## src/rtl/core/efws_pkg.sv

```systemverilog
`timescale 1ns / 1ps

package efws_pkg;

   // sizes of the worker table and the fields
   localparam int MAX_WORKERS = 16;
   localparam int IDX_W       = $clog2(MAX_WORKERS);
   localparam int CNT_W       = 5;
   localparam int TIME_W      = 48;
   localparam int DUR_W       = 32;

   // search tree: groups of four workers, then four group winners
   localparam int GROUP_SIZE  = 4;
   localparam int GROUPS      = MAX_WORKERS / GROUP_SIZE;

   // job queue between front and back
   localparam int QUEUE_DEPTH = 2;
   localparam int QPTR_W      = $clog2(QUEUE_DEPTH);
   localparam int QCNT_W      = $clog2(QUEUE_DEPTH + 1);

   localparam logic [TIME_W-1:0] TIME_MAX = '1;

   // one queued job as seen by the back part
   typedef struct packed {
      logic             valid;
      logic [DUR_W-1:0] duration;
   } job_type;

   // one contender in the earliest-free search
   typedef struct packed {
      logic              ok;
      logic [IDX_W-1:0]  idx;
      logic [TIME_W-1:0] free_at;
   } cand_type;

   typedef enum logic [3:0] {
      ST_IDLE   = 4'b0001,
      ST_GROUP  = 4'b0010,
      ST_FINAL  = 4'b0100,
      ST_UPDATE = 4'b1000
   } back_state_type;

   // lower-index contender wins ties
   function automatic cand_type pick_earlier(cand_type lo, cand_type hi);
      if (lo.ok && (!hi.ok || lo.free_at <= hi.free_at)) begin
         return lo;
      end
      return hi;
   endfunction

endpackage

```

## src/rtl/core/efws_front.sv

```systemverilog
`timescale 1ns / 1ps

module efws_front (
   input  logic                       clock,
   input  logic                       reset,
   input  logic                       start,
   output logic                       busy,
   input  logic [efws_pkg::DUR_W-1:0] req_job_duration,
   input  logic                       pop,
   output efws_pkg::job_type          job
);

   logic [efws_pkg::DUR_W-1:0]  queue_ff [efws_pkg::QUEUE_DEPTH];
   logic [efws_pkg::QPTR_W-1:0] wr_ptr_ff;
   logic [efws_pkg::QPTR_W-1:0] rd_ptr_ff;
   logic [efws_pkg::QCNT_W-1:0] count_ff;
   logic [efws_pkg::QCNT_W-1:0] count_in;
   logic                        full;
   logic                        push;
   logic                        do_pop;

   // accept a word whenever the queue has room
   assign full   = (count_ff == efws_pkg::QCNT_W'(efws_pkg::QUEUE_DEPTH));
   assign busy   = full;
   assign push   = start && !full;
   assign do_pop = pop && (count_ff != '0);

   assign job.valid    = (count_ff != '0);
   assign job.duration = queue_ff[rd_ptr_ff];

   // occupancy
   always_comb begin
      count_in = count_ff;
      if (push && !do_pop) begin
         count_in = count_ff + 1'b1;
      end else if (do_pop && !push) begin
         count_in = count_ff - 1'b1;
      end
   end

   // queue storage
   always_ff @(posedge clock) begin
      if (push) begin
         queue_ff[wr_ptr_ff] <= req_job_duration;
      end
   end

   // pointers
   always_ff @(posedge clock) begin
      if (reset) begin
         wr_ptr_ff <= '0;
         rd_ptr_ff <= '0;
         count_ff  <= '0;
      end else begin
         if (push) begin
            wr_ptr_ff <= wr_ptr_ff + 1'b1;
         end
         if (do_pop) begin
            rd_ptr_ff <= rd_ptr_ff + 1'b1;
         end
         count_ff <= count_in;
      end
   end

   a_count_bound: assert property (@(posedge clock) disable iff (reset)
      count_ff <= efws_pkg::QCNT_W'(efws_pkg::QUEUE_DEPTH))
      else $error("job queue over capacity");

   a_pop_nonempty: assert property (@(posedge clock) disable iff (reset)
      pop |-> count_ff != '0)
      else $error("back part popped an empty queue");

endmodule

```

## src/rtl/core/efws_back.sv

```systemverilog
`timescale 1ns / 1ps

module efws_back (
   input  logic                        clock,
   input  logic                        reset,
   input  logic                        csr_write_enable,
   input  logic [efws_pkg::CNT_W-1:0]  csr_write_data,
   input  efws_pkg::job_type           job,
   output logic                        pop,
   output logic                        rsp_valid,
   output logic [efws_pkg::IDX_W-1:0]  rsp_worker_index,
   output logic [efws_pkg::TIME_W-1:0] rsp_start_time,
   output logic                        rsp_time_saturated
);

   efws_pkg::back_state_type    state_ff;
   efws_pkg::back_state_type    state_in;
   logic [efws_pkg::CNT_W-1:0]  count_ff;
   logic [efws_pkg::CNT_W-1:0]  n_active;
   logic [efws_pkg::TIME_W-1:0] free_time_ff [efws_pkg::MAX_WORKERS];
   logic [efws_pkg::DUR_W-1:0]  dur_ff;
   efws_pkg::cand_type          cand [efws_pkg::MAX_WORKERS];
   efws_pkg::cand_type          group_in [efws_pkg::GROUPS];
   efws_pkg::cand_type          group_ff [efws_pkg::GROUPS];
   efws_pkg::cand_type          best_in;
   efws_pkg::cand_type          best_ff;
   logic [efws_pkg::TIME_W:0]   sum;
   logic                        sat;
   logic                        rsp_valid_ff;
   logic [efws_pkg::IDX_W-1:0]  rsp_worker_index_ff;
   logic [efws_pkg::TIME_W-1:0] rsp_start_time_ff;
   logic                        rsp_time_saturated_ff;

   // active worker count, zero means one, clipped at the table size
   always_comb begin
      if (count_ff == '0) begin
         n_active = efws_pkg::CNT_W'(1);
      end else if (count_ff > efws_pkg::CNT_W'(efws_pkg::MAX_WORKERS)) begin
         n_active = efws_pkg::CNT_W'(efws_pkg::MAX_WORKERS);
      end else begin
         n_active = count_ff;
      end
   end

   // contenders, inactive workers drop out
   always_comb begin
      for (int i = 0; i < efws_pkg::MAX_WORKERS; i++) begin
         cand[i].ok      = (efws_pkg::CNT_W'(i) < n_active);
         cand[i].idx     = efws_pkg::IDX_W'(i);
         cand[i].free_at = free_time_ff[i];
      end
   end

   // first tree half: winner of each group of four
   always_comb begin
      for (int g = 0; g < efws_pkg::GROUPS; g++) begin
         group_in[g] = efws_pkg::pick_earlier(
            efws_pkg::pick_earlier(cand[4*g],   cand[4*g+1]),
            efws_pkg::pick_earlier(cand[4*g+2], cand[4*g+3]));
      end
   end

   // second tree half: winner of the group winners
   assign best_in = efws_pkg::pick_earlier(
      efws_pkg::pick_earlier(group_ff[0], group_ff[1]),
      efws_pkg::pick_earlier(group_ff[2], group_ff[3]));

   // new free time with clipping
   assign sum = {1'b0, best_ff.free_at} + {{(efws_pkg::TIME_W + 1 - efws_pkg::DUR_W){1'b0}}, dur_ff};
   assign sat = sum[efws_pkg::TIME_W];

   // take the next job when idle or while finishing the current one
   assign pop = job.valid && (state_ff == efws_pkg::ST_IDLE || state_ff == efws_pkg::ST_UPDATE);

   // sequencer
   always_comb begin
      case (state_ff)
         efws_pkg::ST_IDLE: begin
            state_in = job.valid ? efws_pkg::ST_GROUP : efws_pkg::ST_IDLE;
         end
         efws_pkg::ST_GROUP: begin
            state_in = efws_pkg::ST_FINAL;
         end
         efws_pkg::ST_FINAL: begin
            state_in = efws_pkg::ST_UPDATE;
         end
         efws_pkg::ST_UPDATE: begin
            state_in = job.valid ? efws_pkg::ST_GROUP : efws_pkg::ST_IDLE;
         end
         default: begin
            state_in = efws_pkg::ST_IDLE;
         end
      endcase
   end

   // control state, worker count and free-time table
   always_ff @(posedge clock) begin
      if (reset) begin
         state_ff     <= efws_pkg::ST_IDLE;
         count_ff     <= efws_pkg::CNT_W'(efws_pkg::MAX_WORKERS);
         rsp_valid_ff <= 1'b0;
         for (int i = 0; i < efws_pkg::MAX_WORKERS; i++) begin
            free_time_ff[i] <= '0;
         end
      end else begin
         state_ff     <= state_in;
         rsp_valid_ff <= (state_ff == efws_pkg::ST_UPDATE);
         if (csr_write_enable) begin
            count_ff <= csr_write_data;
            for (int i = 0; i < efws_pkg::MAX_WORKERS; i++) begin
               free_time_ff[i] <= '0;
            end
         end else if (state_ff == efws_pkg::ST_UPDATE) begin
            free_time_ff[best_ff.idx] <= sat ? efws_pkg::TIME_MAX
                                             : sum[efws_pkg::TIME_W-1:0];
         end
      end
   end

   // datapath registers
   always_ff @(posedge clock) begin
      if (pop) begin
         dur_ff <= job.duration;
      end
      if (state_ff == efws_pkg::ST_GROUP) begin
         group_ff <= group_in;
      end
      if (state_ff == efws_pkg::ST_FINAL) begin
         best_ff <= best_in;
      end
      if (state_ff == efws_pkg::ST_UPDATE) begin
         rsp_worker_index_ff   <= best_ff.idx;
         rsp_start_time_ff     <= best_ff.free_at;
         rsp_time_saturated_ff <= sat;
      end
   end

   assign rsp_valid          = rsp_valid_ff;
   assign rsp_worker_index   = rsp_worker_index_ff;
   assign rsp_start_time     = rsp_start_time_ff;
   assign rsp_time_saturated = rsp_time_saturated_ff;

   a_rsp_after_update: assert property (@(posedge clock) disable iff (reset)
      rsp_valid_ff |-> $past(state_ff == efws_pkg::ST_UPDATE))
      else $error("result strobe without an update step");

   a_best_active: assert property (@(posedge clock) disable iff (reset)
      state_ff == efws_pkg::ST_UPDATE |-> best_ff.ok)
      else $error("search picked no active worker");

   a_sat_stored: assert property (@(posedge clock) disable iff (reset)
      rsp_valid_ff && rsp_time_saturated_ff && !$past(csr_write_enable)
      |-> free_time_ff[rsp_worker_index_ff] == efws_pkg::TIME_MAX)
      else $error("clipped free time not stored at maximum");

endmodule

```

## src/rtl/core/earliest_free_worker_scheduler_top.sv

```systemverilog
`timescale 1ns / 1ps

// Earliest-free-worker job scheduler. Each word taken on start/busy is a job
// duration; the block picks the active worker with the smallest free time
// (lowest index on a tie), returns it with its start time, and moves that
// worker's free time to start plus duration, clipped at 2^48-1 with
// rsp_time_saturated set. Results appear for one cycle on rsp_valid and the
// receiver cannot stall them. A two-word queue takes jobs while the
// scheduler works; busy is high only while that queue is full. The
// scheduler works on one job at a time: a registered min-search tree over
// the sixteen free times finds the group winners, then the overall winner,
// and an update step does the add and table write. The next job is taken
// from the queue during that update step, and the result is registered from
// it. Writing csr_write_data sets the worker count and clears all free
// times; write it only while no job is in flight.
module earliest_free_worker_scheduler_top (
   input  logic                        clock,
   input  logic                        reset,
   input  logic                        start,
   output logic                        busy,
   input  logic [efws_pkg::DUR_W-1:0]  req_job_duration,
   output logic                        rsp_valid,
   output logic [efws_pkg::IDX_W-1:0]  rsp_worker_index,
   output logic [efws_pkg::TIME_W-1:0] rsp_start_time,
   output logic                        rsp_time_saturated,
   input  logic                        csr_write_enable,
   input  logic [efws_pkg::CNT_W-1:0]  csr_write_data
);

   efws_pkg::job_type job;
   logic              pop;

   // job intake and queue
   efws_front u_front (
      .clock            (clock),
      .reset            (reset),
      .start            (start),
      .busy             (busy),
      .req_job_duration (req_job_duration),
      .pop              (pop),
      .job              (job)
   );

   // search, update and result
   efws_back u_back (
      .clock              (clock),
      .reset              (reset),
      .csr_write_enable   (csr_write_enable),
      .csr_write_data     (csr_write_data),
      .job                (job),
      .pop                (pop),
      .rsp_valid          (rsp_valid),
      .rsp_worker_index   (rsp_worker_index),
      .rsp_start_time     (rsp_start_time),
      .rsp_time_saturated (rsp_time_saturated)
   );

endmodule

```

## config.mk

```make
export PLATFORM = sky130hd
export DESIGN_NAME = earliest_free_worker_scheduler_top
export DESIGN_NICKNAME = d
export VERILOG_FILES = /design/src/rtl/core/efws_pkg.sv /design/src/rtl/core/efws_front.sv /design/src/rtl/core/efws_back.sv /design/src/rtl/core/earliest_free_worker_scheduler_top.sv
export SDC_FILE = /design/constraint.sdc
export NUM_CORES = 2
export LEC_CHECK = 0
export ABC_AREA = 1
export BUFFER_PORTS_ARGS = -buffer_cell sky130_fd_sc_hd__buf_2
export CAP_MARGIN = 20
export CORE_MARGIN = 8
export CORE_UTILIZATION = 46
export DETAILED_ROUTE_END_ITERATION = 12
export PLACE_DENSITY = 0.68
export SYNTH_ARGS = -nofsm -noshare
export SYNTH_HDL_FRONTEND = slang
export SYNTH_SLANG_ARGS = --single-unit
```

## constraint.sdc

```tcl
create_clock -name clock -period 27.8 [get_ports clock]
set_input_delay 4.17 -clock clock [delete_from_list [all_inputs] [get_ports clock]]
set_output_delay 4.17 -clock clock [all_outputs]
set_load 0.005 [all_outputs]
```

# Word-level counts from Yosys, hierarchy flattened
# Memories as Yosys holds them, arrays and structs flattened. A register that Yosys moved wholly into a read port is not among the register bits.
# Cells that the tools add are included.
# word_totals
mem_count	2
inputBits	41
out_inout_bits	55
reg_bits	331
elab_cells	224
mem_bits_rw	832
# mem_list
memory	depth	width	rd	rd_clocked_by_memory_dff	wr	line_no	text
u_back.free_time_ff	16	48	16	0	16	efws_back.sv:20	logic [efws_pkg::TIME_W-1:0] free_time_ff [efws_pkg::MAX_WORKERS];
u_front.queue_ff	2	32	1	1	1	efws_front.sv:13	logic [efws_pkg::DUR_W-1:0] queue_ff [efws_pkg::QUEUE_DEPTH];
# op_classes
n_addsub	5
n_eq_ne	5
bitwise_logic	16
n_mux	82
order_cmp	32
reduce_logical	59
# op_table
operator	n
$mux W53	28
$mux W48	18
$le A48 B48 Y1	15
$mux W52	2
$add A48 B32 Y49	1
$reduce_or A48 Y1	1
$lt A4 B5 Y1 const A	8
$mux W1	27
$logic_and A1 B1 Y1	20
$lt A3 B5 Y1 const A	4
$logic_not A1 Y1	18
$logic_or A1 B1 Y1	16
$or A1 B1 Y1	16
$pmux W4 S3	1
$lt A1 B5 Y1 const A	2
$lt A2 B5 Y1 const A	2
$mux W5	2
$mux W2	3
$gt A5 B5 Y1 const B	1
$logic_not A5 Y1	1
$eq A4 B1 Y1 const B	1
$eq A4 B2 Y1 const B	1
$eq A4 B3 Y1 const B	1
$eq A4 B4 Y1 const B	1
7 further kinds	9

# Depth between registers and ports, before layout
# depth
ltp_word	14
depth_mapped	35
ltp_nobuf	33

# Hierarchy
# A second synthesis with hierarchy kept.
# unflattened
cells_unflattened	9170
area_unflattened_um2	76460.8
# modules_own_cells
mod	area_per_inst_um2	seq_area_each_um2	instances	cells_each
efws_back	73750.7	33502.1	1	9033
efws_front	2710.1	2021.9	1	137

# Worst setup path after synthesis
# OpenSTA, ideal clock, no wires.
# synth_path
kind	reg-to-reg
startpoint	register u_back.state_ff[0]
endpoint	register u_back.state_ff[0]
period_less_slack_ps	21451
t_required_ps	27671
n_path_buf	0
arrival_ps	21322
slack_ps	6349
setup_ps	129
path_stages_with_launch	5
path_cell_list	dfxtp_1 -> nor4_1 -> inv_1 -> a31oi_1 -> inv_1
# synth_between
elab_chain_cells	3
elab_cells_between_ends	6
cone_classes	4 x eq/ne; 1 x mux; 1 x reduce/logical
# synth_rtl
item	line_no	text
start, declared	efws_back.sv:16	efws_pkg::back_state_type state_ff;
start signal, assigned	efws_back.sv:99	state_ff <= efws_pkg::ST_IDLE;
start signal, assigned	efws_back.sv:106	state_ff <= state_in;
$eq A4 B4 Y1 or $eq A4 B1 Y1 (tied branches)	efws_back.sv:77	case (state_ff)
$reduce_or A2 Y1 (no line)	--	
$pmux W4 S3 (*)	efws_back.sv:77	
# Every way passes the cells marked *; elsewhere a longest branch is shown, timed or not.
# A chain may end at the register's enable or synchronous reset.

==> impl_metrics.toml <==
[run_status]
outcome = "completed"

[floorplan]
chipWidth_um = 424
dieArea_um2 = 180000
number_of_top_level_design_ports = 96
core.rowCount = 149
core_area_um2 = 165000
initial_core_util = 0.463
floorplan.die.height_um = 424

[critical_path]
reg2regPathDepth = 23
critPathArrivalTime_ps = 7500
worst-endpoint-required_ps = 28260
setup.worst_path.class = "in -> reg"
cp-end-kind = "register"
cp-start-kind = "input pin"
path_max_fanout = 27

[timing]
drv_slew = 0
hold_ws_ps = 465
slew_headroom = 0.204
fin_skew_ps = 45.8
timing.final.setup_violations = 0
min_period_ps = 7040
fmax_ghz = 0.142
timing.setup.tns_ps = 0
worst_slew_pin_slew_ps = 1190
rsz0062_at_grt = "no"
final_hold_viol_count = 0
post-route-worst-setup-slack_ps = 20760
finalCritPeriodShare = 0.253

[route]
postRouteAntennaNets = 0
route.detailed.vias_per_inst = 5.52
post-route-drc-count = 0
drt_iter0_markers = 8637
routedWlPerCell_um = 23.7
num_vias = 63769
number_of_detailed_routing_iterations_run_before_antenna_repair = 6
routed_wirelength_um = 273000

[worst_hold_path]
min_path_cells = 0
type_of_the_tightest_min_delay_check = "reg -> reg"

[power_and_ir_drop]
peakVddDrop_uv = 111
share_clk_of_total_power = 0.283
power_leakage_nw = 41.9
power.net_switching_mw = 2.92
intPower_mw = 3.83
power.combinational.fraction = 0.391
sw_frac_of_total = 0.433
seqPwrFrac = 0.326
powerDensity_nw_per_um2 = 80.2

[synth]
synth.yosys.seq_area_share = 0.464
synth_cell_type_count = 52
yosysWarningCount = 0
fraction_of_registers_with_async_set_reset = 0
synth_top_cell_by_area = "sky130_fd_sc_hd__edfxtp_1"
synth.most_common_cell = "sky130_fd_sc_hd__nand2_1"
flops_latches_synth = 1187
netlist_top_cells_count = "sky130_fd_sc_hd__nand2_1, sky130_fd_sc_hd__inv_1, sky130_fd_sc_hd__edfxtp_1, sky130_fd_sc_hd__nand3_1, sky130_fd_sc_hd__ha_1"
post_synth.cell_area_avg_um2 = 8.29
netlist_area_um2 = 76500
top_area_cells_in_the_synthesized_netlist = "sky130_fd_sc_hd__edfxtp_1, sky130_fd_sc_hd__ha_1, sky130_fd_sc_hd__nand2_1"
synthFlopType = "sky130_fd_sc_hd__edfxtp_1"
mappedNetlistNets = 10018
synth_enable_flop_cells = 1173
syn_inst = 9223
post-synth-top-area-fraction = 0.461

[final_layout]
synthToLayoutAreaGrowth_pct = 9.97
drive_above_1_share = 0.0581
stdcell_area_um2 = 84100
final_nets = 10024

[clocking]
cts_resized = 0
cts_hold_buffers = 0
cts.repair_timing.setup_buffer_count = 0
cts_buffer_depth = 3
htree_levels = 4
clock_latency_ps = 790
cts-root-buf = "sky130_fd_sc_hd__clkbuf_16"
total_number_of_clock_tree_sinks = 1187
cts_tree = "yes"
clkSlewWorstSetupHoldPaths_ps = 60
cts_buffers = 138

[global_routing]
antenna_found_initial = 20
grt_pass1_wl_um = 386000
vias_in_the_first_global_route = 59126
pin_count_of_the_biggest_net_entering_global_routing = 77
grt_util_all_layers = 0.293
globalRouteOverflowTotal = 0

[place]
preCtsSetupSlack_ps = 19690
portBuffers = 95
post-dp-hpwl_um = 198000
place_area_um2 = 79100
globalplace.congestion = 0.970

[flow_run]
cap_violations = 0
[sequential cells by signal, summed over array words and instances (netlist names), 2 cells and up]
signal,cells
u_back.dur_ff,32
u_back.free_time_ff,768
u_front.queue_ff,64
u_back.group_ff,204
u_front.count_ff,2
u_back.best_ff,52
u_back.count_ff,5
u_back.state_ff,4
u_back.rsp_worker_index,4
u_back.rsp_start_time,48
[critical path, cell delays in order]
cell                      delay (ps)
sky130_fd_sc_hd__buf_2           220
sky130_fd_sc_hd__nor4_4          280
sky130_fd_sc_hd__nand2_1         140
sky130_fd_sc_hd__nor3_1          420
sky130_fd_sc_hd__inv_2           150
sky130_fd_sc_hd__nor2_2          720
sky130_fd_sc_hd__buf_4           330
sky130_fd_sc_hd__inv_2           200
sky130_fd_sc_hd__nand2_2         510
sky130_fd_sc_hd__buf_12          280
[placed cells by master, fill, tap and decap left out, drive strengths merged, types with 7 or more instances in the layout]
cell type	synthesis	final
a21o	25	25
a21oi	440	440
and2	246	246
buf	210	199
bufinv	0	18
clkbuf	123	171
clkinv	3	45
clkinvlp	0	7
dfxtp	14	14
diode	0	11
edfxtp	1173	1173
ha	753	753
inv	1707	1723
nand2	2494	2494
nand3	1089	1089
nand4	70	70
nor2	612	612
nor3	33	33
nor3b	9	9
nor4	11	11
o21a	37	37
o21ai	124	124
xnor2	11	11
xor2	15	15
[stage by stage]
| step | instances | power (mW) | utilization |
|---|---|---|---|
| after floorplan | 9223 | 3.55 | - |
| after global placement | 11255 | 4.71 | 0.478 |
| after detailed placement | 11263 | 4.77 | 0.479 |
| after CTS | 11517 | 6.67 | 0.508 |
| after global routing | 11532 | 6.94 | 0.509 |
| final | 11543 | 6.75 | 0.510 |
[logic make-up after synthesis]
group	count (synthesis)	synth area share
and+or+nand+nor	4574	0.259
buffers and inverters	2043	0.105
DFF	1187	0.464
adders and majority gates	754	0.123
AOI/OAI and AO/OA	638	0.0444
xor gates and xnor gates	26	0.00298
other	1	0.0000490
[per-layer routing]
metal | global-route usage | routed length, um
met1 | 0.387 | 108000
met2 | 0.441 | 116000
met3 | 0.0654 | 29500
met4 | 0.172 | 18700
met5 | 0 | 69
[power groups by stage]
stage | Sequential, mW | Clock (mW) | Combinational (mW)
final | 2.20 | 1.91 | 2.64
after CTS | 2.20 | 1.92 | 2.54
after global placement | 2.23 | 0 | 2.48
after global routing | 2.21 | 1.99 | 2.75
after floorplan | 2.22 | 0 | 1.33
after detailed placement | 2.24 | 0 | 2.53
[final cells by class]
cell class	instances	area, um^2
inverter	1710	6420
sequential	1187	35500
clock buffer	171	3660
antenna	11	27.5
multi-input combinational	5993	33100
clock inverter	83	1010
timing repair buffer	199	1570
tap	2189	2740
fill	15234	80900
[path summary, 6_finish.rpt]
| path | startpoint | endpoint | slack (ps) |
|---|---|---|---|
| worst max-delay path | reset | u_back.free_time_ff[6][7] | 20760 |
| worst max register to register | u_back.count_ff[4] | u_back.group_ff[152] | 20800 |
| worst min-delay path | u_back.best_ff[0] | u_back.rsp_start_time[0] | 470 |
| worst min register to register | u_back.best_ff[0] | u_back.rsp_start_time[0] | 470 |
Power figures use the tool's default switching activity.
